## src/rtl/core/srvn_pkg.sv

```systemverilog
// Shared types, constants and codes of the sparse running-variance normalizer.
`timescale 1ns / 1ps
package srvn_pkg;

    // Field and store widths
    localparam int FEATURES_DEF = 1024;
    localparam int FEAT_W       = 10;
    localparam int DATA_W       = 32;
    localparam int CNT_W        = 32;
    localparam int M2_W         = 64;
    localparam int VAR_W        = 48;
    localparam int EPS_W        = 16;
    localparam int FRAC_W       = 16;

    // Shared divider and square-root widths
    localparam int DVD_W        = 64;
    localparam int DSR_W        = 32;
    localparam int RAD_W        = 64;
    localparam int ROOT_W       = 32;

    // Multiplier operand width (magnitude of a 33-bit difference)
    localparam int MAG_W        = 33;
    localparam int PROD_W       = 2 * MAG_W;

    // Configuration port
    localparam int APB_AW       = 3;
    localparam int APB_DW       = 32;
    localparam int REG_EPSILON  = 0;
    localparam logic [EPS_W-1:0] EPS_RESET = 16'd1;

    // Item kinds
    localparam logic KIND_ACC  = 1'b0;
    localparam logic KIND_NORM = 1'b1;

    typedef struct packed {
        logic              kind;
        logic [FEAT_W-1:0] feature;
        logic [DATA_W-1:0] sample;
    } srvn_in_t;

    typedef struct packed {
        logic [DATA_W-1:0] normalized;
        logic              saturated;
    } srvn_out_t;

    // One statistics entry as kept in the memory
    typedef struct packed {
        logic [CNT_W-1:0]  count;
        logic [DATA_W-1:0] mean;
        logic [M2_W-1:0]   m2;
        logic [VAR_W-1:0]  variance;
    } srvn_entry_t;

    typedef enum logic [1:0] {
        DIV_MEAN,
        DIV_VAR,
        DIV_NORM
    } srvn_div_sel_t;

    // Controller to datapath
    typedef struct packed {
        logic          clr_step;
        logic          load;
        logic          prep;
        logic          div_start;
        srvn_div_sel_t div_sel;
        logic          mean_upd;
        logic          m2_upd;
        logic          sqrt_start;
        logic          wr;
        logic          res_load;
    } srvn_cmd_t;

    // Datapath to controller
    typedef struct packed {
        logic clr_last;
        logic acc;
        logic in_range;
        logic div_done;
        logic mul_done;
        logic sqrt_done;
        logic out_busy;
    } srvn_status_t;

endpackage

```

## src/rtl/core/srvn_ctrl.sv

```systemverilog
// Controller: sequences clearing, accumulate and normalize items over the datapath.
`timescale 1ns / 1ps
module srvn_ctrl (
    input  logic                   aclk,
    input  logic                   aresetn,
    input  logic                   s_valid,
    output logic                   s_ready,
    output srvn_pkg::srvn_cmd_t    cmd,
    input  srvn_pkg::srvn_status_t status
);
    import srvn_pkg::*;

    typedef enum logic [3:0] {
        ST_CLEAR,
        ST_IDLE,
        ST_READ,
        ST_PREP,
        ST_MEAN_GO,
        ST_MEAN_WAIT,
        ST_MEAN,
        ST_MUL_WAIT,
        ST_M2,
        ST_VAR_GO,
        ST_VAR_WAIT,
        ST_WRITE,
        ST_SQRT_GO,
        ST_SQRT_WAIT,
        ST_NORM_GO,
        ST_NORM_WAIT
    } state_t;

    state_t state_reg, state_next;
    logic   res_pending_reg, res_pending_next;

    // Next state and commands
    always_comb begin
        state_next       = state_reg;
        res_pending_next = res_pending_reg;
        cmd              = '0;
        cmd.div_sel      = DIV_MEAN;
        s_ready          = 1'b0;
        unique case (state_reg)
            ST_CLEAR: begin
                cmd.clr_step = 1'b1;
                if (status.clr_last) begin
                    state_next = ST_IDLE;
                end
            end
            ST_IDLE: begin
                // Finish a waiting result before taking the next item
                if (res_pending_reg) begin
                    if (!status.out_busy) begin
                        cmd.res_load     = 1'b1;
                        res_pending_next = 1'b0;
                    end
                end else begin
                    s_ready = 1'b1;
                    if (s_valid) begin
                        cmd.load   = 1'b1;
                        state_next = ST_READ;
                    end
                end
            end
            ST_READ: begin
                state_next = ST_PREP;
            end
            ST_PREP: begin
                cmd.prep = 1'b1;
                if (!status.acc) begin
                    state_next = ST_SQRT_GO;
                end else if (status.in_range) begin
                    state_next = ST_MEAN_GO;
                end else begin
                    state_next = ST_IDLE;
                end
            end
            ST_MEAN_GO: begin
                cmd.div_start = 1'b1;
                cmd.div_sel   = DIV_MEAN;
                state_next    = ST_MEAN_WAIT;
            end
            ST_MEAN_WAIT: begin
                if (status.div_done) begin
                    state_next = ST_MEAN;
                end
            end
            ST_MEAN: begin
                cmd.mean_upd = 1'b1;
                state_next   = ST_MUL_WAIT;
            end
            ST_MUL_WAIT: begin
                if (status.mul_done) begin
                    state_next = ST_M2;
                end
            end
            ST_M2: begin
                cmd.m2_upd = 1'b1;
                state_next = ST_VAR_GO;
            end
            ST_VAR_GO: begin
                cmd.div_start = 1'b1;
                cmd.div_sel   = DIV_VAR;
                state_next    = ST_VAR_WAIT;
            end
            ST_VAR_WAIT: begin
                cmd.div_sel = DIV_VAR;
                if (status.div_done) begin
                    state_next = ST_WRITE;
                end
            end
            ST_WRITE: begin
                cmd.wr     = 1'b1;
                state_next = ST_IDLE;
            end
            ST_SQRT_GO: begin
                cmd.sqrt_start = 1'b1;
                state_next     = ST_SQRT_WAIT;
            end
            ST_SQRT_WAIT: begin
                if (status.sqrt_done) begin
                    state_next = ST_NORM_GO;
                end
            end
            ST_NORM_GO: begin
                cmd.div_start = 1'b1;
                cmd.div_sel   = DIV_NORM;
                state_next    = ST_NORM_WAIT;
            end
            ST_NORM_WAIT: begin
                cmd.div_sel = DIV_NORM;
                if (status.div_done) begin
                    // Load now if the output is free, else hold it for idle
                    if (!status.out_busy) begin
                        cmd.res_load = 1'b1;
                    end else begin
                        res_pending_next = 1'b1;
                    end
                    state_next = ST_IDLE;
                end
            end
            default: begin
                state_next = ST_IDLE;
            end
        endcase
    end

    always_ff @(posedge aclk) begin
        if (!aresetn) begin
            state_reg       <= ST_CLEAR;
            res_pending_reg <= 1'b0;
        end else begin
            state_reg       <= state_next;
            res_pending_reg <= res_pending_next;
        end
    end

endmodule

```

## config.mk

```make
export PLATFORM = sky130hd
export DESIGN_NAME = srvn_ctrl
export DESIGN_NICKNAME = d
export VERILOG_FILES = /design/src/rtl/core/srvn_pkg.sv /design/src/rtl/core/srvn_ctrl.sv
export SDC_FILE = /design/constraint.sdc
export NUM_CORES = 1
export LEC_CHECK = 0
export ABC_AREA = 1
export BUFFER_PORTS_ARGS = -buffer_cell sky130_fd_sc_hd__buf_2
export CAP_MARGIN = 15
export CORE_MARGIN = 2
export CORE_UTILIZATION = 38
export DETAILED_ROUTE_END_ITERATION = 8
export HOLD_SLACK_MARGIN = 0.15
export PLACE_DENSITY = 0.65
export SKIP_CTS_REPAIR_TIMING = 1
export SLEW_MARGIN = 20
export SYNTH_ARGS = -nofsm -noshare
export SYNTH_HDL_FRONTEND = slang
export SYNTH_SLANG_ARGS = --single-unit
```

## constraint.sdc

```tcl
create_clock -name aclk -period 3.4 [get_ports aclk]
set_clock_uncertainty 0.15 [all_clocks]
set_input_delay 0.34 -clock aclk [delete_from_list [all_inputs] [get_ports aclk]]
set_output_delay 0.34 -clock aclk [all_outputs]
set_load 0.01 [all_outputs]
```

==> results of run 1 <==
## critical path, delay by kind of cell, from the launching register on
kind                   cells  cell delay [ns]
AND/OR/NAND/NOR            3             0.56
buffers and inverters      2             0.25
flip-flops                 1             0.37
## Yosys cell counts (all sizes together)
cell    number  area share
nand2       35        0.26
nor2        29        0.24
inv         18        0.12
nand3       11        0.10
dfxtp        5        0.18
a21oi        2       0.018
o22ai        2       0.023
a21boi       1       0.014
nor3         1      0.0092
o21ai        1      0.0092
o31ai        1       0.014
## layer usage
metal | up-vias | GRT usage | part of all wire
li1 | 372 | - | -
met1 | 313 | 0.206 | 0.48
met5 | - | 0 | 0
met2 | 14 | 0.272 | 0.48
met3 | 2 | 0.0261 | 0.030
met4 | 0 | 0.129 | 0.0085
## worst max-delay path by stage
stage | startpoint | end | slack, ns | depth (start not counted)
2_1_floorplan | state_reg[0]$_SDFFE_PN0P_ | cmd[9] | 1.92 | 4
3_3_place_gp | state_reg[0]$_SDFFE_PN0P_ | cmd[0] | 1.76 | 5
3_5_place_dp | state_reg[0]$_SDFFE_PN0P_ | cmd[9] | 1.76 | 5
4_1_cts | state_reg[0]$_SDFFE_PN0P_ | cmd[9] | 1.49 | 5
5_1_grt | state_reg[0]$_SDFFE_PN0P_ | cmd[9] | 1.37 | 5
6_report | state_reg[0]$_SDFFE_PN0P_ | cmd[9] | 1.49 | 5
## logic make-up (layout without fill, tap and decap cells)
family / count (synthesis) / after routing / synth area share
AOI/OAI and AO/OA: 7 / 7 / 0.0780
and+or+nand+nor: 76 / 76 / 0.615
buffers and inverters: 18 / 43 / 0.124
DFF: 5 / 5 / 0.183
## layout make-up
class | instances | area, um2 | area share
Sequential cell | 5 | 100 | 0.144
Inverter | 18 | 67.6 | 0.0971
Tap cell | 15 | 18.8 | 0.0270
Multi-Input combinational cell | 83 | 378 | 0.543
Clock buffer | 4 | 26.3 | 0.0378
Timing Repair Buffer | 21 | 105 | 0.151
## power breakdown
group	switching [mW]	internal (mW)	total (mW)
registers	0.0256	0.0764	0.102
clock network	0.0232	0.0443	0.0675
logic	0.202	0.104	0.306
total	0.251	0.224	0.475
## through the flow
stage	hold slack, ns	utilization
3_3_place_gp	0.367	0.508
6_report	0.212	0.528
2_1_floorplan	0.310	-
3_5_place_dp	0.371	0.508
5_1_grt	0.214	0.528
4_1_cts	0.202	0.528
==> results.toml, run 1 <==
[run_status]
outcome = "completed"

[drt]
via_per_inst = 4.80
drcViolationCount = 0
firstDrtPassIters = 4
wl_per_cell_um = 9.73
ant_nets = 0
initialDrtViolationCount = 22
vias = 701
drt_wl_total_um = 1420

[placement]
io_buffers = 21
gp_congestion = 0.907
post-place-ws_ns = 1.76
placed_area_um2 = 669
dpl.cell_count = 142
dp_hpwl_um = 1130

[sta]
fmax_mhz = 523
final.setup.tns_ns = 0
layout_worst_path_cycle_share = 0.562
tightestPinTransition_ns = 0.351
hold_viol = 0
worst_slack_ns = 1.49
period_needed_ns = 1.91
setup_viol = 0
slew_viol_final = 0
rsz0062_at_grt = "no"
maxSlewHeadroom = 0.765

[clocking]
clockRootBuffer = "clkbuf_4"
numClockSinks = 5
cts.path.max_buffers = 2
path_clk_slew_ns = 0.04
worstSkewPairLatency_ns = 0.24
cts_tree = "done"
cts_buffers = 3
htree_levels = 1

[worst_hold_path]
holdPathEnd = "state_reg[0]$_SDFFE_PN0P_"
whs_path_depth = 3
hp-start = "aresetn"
hold_path_class = "input pin to flop"

[worst_setup_path]
crit_path_end_kind = "output port"
timing.rr.start = "state_reg[1]$_SDFFE_PN0P_"
cp.required_ns = 2.91
critPathMaxFanout = 7
r2r-end = "state_reg[0]$_SDFFE_PN0P_"
start_kind = "flop"
cp_cell_sequence = "inv_1, nor2_2, nand2_1, nor3_1, buf_2"
cp_slowest_stage_delay_ns = 0.37
worst_r2r_path_depth = 8
worstSetupPathType = "flop to output port"
crit_path_top_delay_cell = "dfxtp_1"
crit_arrival_ns = 1.42
worst-r2r-setup-slack_ns = 1.85

[synth]
synth-seq-cells = 5
synthCells = 106
syn_nets = 116
seq_area_frac_synth = 0.183
yosysWarnings = 0
syn_avg_cell_area_um2 = 5.15
synth.distinct_cells = 16
syn-cell-area_um2 = 546

[floorplan]
io_pins = 22
start_util = 0.414
fp.dieH_um = 41.9
rows = 13
die_area_um2 = 1750
coreArea_um2 = 1320
dieWidth_um = 41.9

[final_layout]
layout_common_cells = "32 x nand2_1, 24 x nor2_1, 21 x buf_2"
mostFrequentLayoutCell = "nand2_1"
largest_reg_flops = 4
drive_gt1_frac = 0.260
diodes = 0
area_delta_synth_final_pct = 27.5
nFillCells = 144
fin_cells = 146
nets = 142
fin_area_um2 = 696

[global_routing]
track_usage = 0.172
grt_pass1_wl_um = 2280
antenna_found_initial = 0
grt_pass1_vias = 575
grt_overflow_total = 0
grt_max_degree = 9

[flow_run]
maxCapViolations = 0

[power]
power_leakage_nw = 0.450
p_total_mw = 0.475
power_density_nw_per_um2 = 683
vdd_drop_max_mv = 0.367
(Power assumes the default switching activity.)
==> run 2, diff against run 1 <==
Settings changed: ABC_AREA 1 to 0, PLACE_DENSITY 0.65 to 0.68.
Clock period 3.4 ns to 1.55 ns, I/O delays scaled along.
==> run 2 against run 1 <==
Effect of this change: the flow now finishes with violations (negative setup slack); global-route usage is 3.4 points higher; synthesized area down 3.9%; worst hold slack improved by 0.045 ns; setup slack worse by 1.6 ns; synthesized cell count is 39% lower; core utilization grew 20 points; wire length up 19%; die area decreased by 3.5%; sequential power increased by 59%; total power grew 24%; count of clock-buffer cells in the layout stayed put; register-to-register slack worse by 1.9 ns; critical endpoint is now cmd[0]; largest power group unchanged.
==> results.toml, run 2 <==
[run_status]
outcome = "complete, but fails checks"
violations = "negative setup slack"

[floorplan]
io_pins = 22
dieWidth_um = 41.1
rows = 13
die_area_um2 = 1690
fp.dieH_um = 41.1
start_util = 0.403
coreArea_um2 = 1300

[worst_setup_path]
path_delay_family = "simple AND/OR/NAND/NOR gates"
worst_r2r_path_depth = 5
worstSetupPathType = "flop to output port"
path_buf_inv = 2
cp_slowest_stage_delay_ns = 0.36
cp_cell_sequence = "buf_6, nor4b_2, a21oi_1, nor3b_2, buf_2"
start_kind = "flop"
critPathMaxFanout = 6
crit_cells = 5
cp.required_ns = 1.24
crit_path_end_kind = "output port"
crit_arrival_ns = 1.37
crit_path_top_delay_cell = "dfxtp_4"

[drt]
drt_wl_total_um = 1690
initialDrtViolationCount = 13
wl_per_cell_um = 14.2
via_per_inst = 5.50
ant_nets = 0
vias = 654
firstDrtPassIters = 4
drcViolationCount = 0

[final_layout]
diodes = 0
drive_gt1_frac = 0.625
nFillCells = 100
nets = 115
area_delta_synth_final_pct = 80.2
mostFrequentLayoutCell = "buf_2"
layout_common_cells = "21 x buf_2, 12 x buf_4, 5 x nand2_1, 5 x buf_6, 4 x dfxtp_4"
largest_reg_flops = 4
fin_area_um2 = 945

[sta]
tightestPinTransition_ns = 0.280
layout_worst_path_cycle_share = 1.08
hold_viol = 0
maxSlewHeadroom = 0.812
holdWs_ns = 0.257
rsz0062_at_grt = "yes"
fmax_mhz = 598
setup_viol = 8
period_needed_ns = 1.67
worst_slack_ns = -0.123
slew_viol_final = 0

[synth]
seq_area_frac_synth = 0.191
synth-main-ff-cell = "dfxtp_1"
syn_avg_cell_area_um2 = 8.07
syn-cell-area_um2 = 524
synthCells = 65
synth_top_area_share = 0.191
netlist_top_cells_area = "dfxtp_1 19%, nand2b_4 5.3%, o32a_4 4.3%, a21oi_1 3.8%, and4b_1 3.8%"
synthArstFlopShare = 0
synth-seq-cells = 5
syn_nets = 75
synth_common_cells = "5 x dfxtp_1, 5 x nand2_1, 4 x a21oi_1, 4 x nor2_1"
synth_edf_count = 0
yosysTopAreaCell = "dfxtp_1"
synth.distinct_cells = 38
yosysWarnings = 0

[power]
vdd_drop_max_mv = 0.451
pwr-share-comb = 0.445
p_sw_mw = 0.212
p_seq_frac = 0.274
power_density_nw_per_um2 = 625
internal_power_mw = 0.379
netSwitchingFraction = 0.359
power_frac_clock = 0.281
power_leakage_nw = 0.420
p_total_mw = 0.591

[global_routing]
grt_pass1_vias = 512
grt_max_degree = 11
grt_pass1_wl_um = 2200
grt_overflow_total = 0
antenna_found_initial = 0
track_usage = 0.206

[placement]
io_buffers = 21
placed_area_um2 = 713
gp_congestion = 0.833
dp_hpwl_um = 1080

[clocking]
cts_tree = "done"
cts_buffers = 3
numClockSinks = 5
cts.path.max_buffers = 2
clockRootBuffer = "clkbuf_4"
path_clk_slew_ns = 0.05
worstSkewPairLatency_ns = 0.26
htree_levels = 1

[worst_hold_path]
hold_path_class = "input pin to flop"
whs_path_depth = 4

[flow_run]
maxCapViolations = 0
==> run 2: path summary, 6_finish.rpt <==
path	from	to	slack [ns]
setup / recovery	state_reg[3]$_SDFFE_PN0P_	cmd[0]	-0.12
hold / removal	status[3]	res_pending_reg$_SDFFE_PN0P_	0.26
setup reg to reg	state_reg[2]$_SDFFE_PN0P_	state_reg[3]$_SDFFE_PN0P_	-0.03
hold reg to reg	res_pending_reg$_SDFFE_PN0P_	res_pending_reg$_SDFFE_PN0P_	0.37
==> run 2: area by class of cell <==
class | count | area, um2 | area share
Multi-Input combinational cell | 52 | 485 | 0.514
Inverter | 2 | 7.51 | 0.00795
Tap cell | 15 | 18.8 | 0.0199
Sequential cell | 5 | 115 | 0.122
Clock buffer | 4 | 26.3 | 0.0278
Timing Repair Buffer | 41 | 292 | 0.309
==> run 2: stage by stage <==
step                worst slack (ns)  std cells  utilization  TNS [ns]
floorplan                     0.0310         65            -         0
finish                        -0.123        119        0.726    -0.468
detailed placement           -0.0487        107        0.548   -0.0525
CTS                           -0.275        111        0.568     -1.65
global placement             -0.0231        107        0.548   -0.0329
global route                  -0.176        119        0.726    -0.910
==> run 2: tightest hold or removal path, delay by kind of cell <==
family | cells | cell delay [ns]
AND/OR/NAND/NOR | 2 | 0.27
buffers and inverters | 1 | 0.12
AO/OA/AOI/OAI | 1 | 0.07
==> run 2: per-layer routing <==
metal | up-vias | track usage | share of wire
met2 | 19 | 0.336 | 0.50
met3 | 5 | 0.0489 | 0.047
met5 | - | 0 | 0
met1 | 305 | 0.242 | 0.43
met4 | 0 | 0.121 | 0.022
li1 | 325 | - | -
==> run 2: cell families (layout without fill, tap and decap cells) <==
logic type / count (synthesis) / in the layout / synth area share
simple gates: 32 / 32 / 0.408
compound gates: 17 / 17 / 0.274
buf+inv: 8 / 47 / 0.0716
flops: 5 / 5 / 0.191
mux: 2 / 2 / 0.0382
xor+xnor: 1 / 1 / 0.0167
==> run 2: power by group through the flow <==
| stage | sequential, mW | clock [mW] | combinational [mW] |
|---|---|---|---|
| after floorplan | 0.142 | 0 | 0.125 |
| after global placement | 0.162 | 0 | 0.188 |
| after detailed placement | 0.162 | 0 | 0.190 |
| after CTS | 0.160 | 0.163 | 0.191 |
| after global routing | 0.164 | 0.167 | 0.284 |
| final | 0.162 | 0.166 | 0.263 |
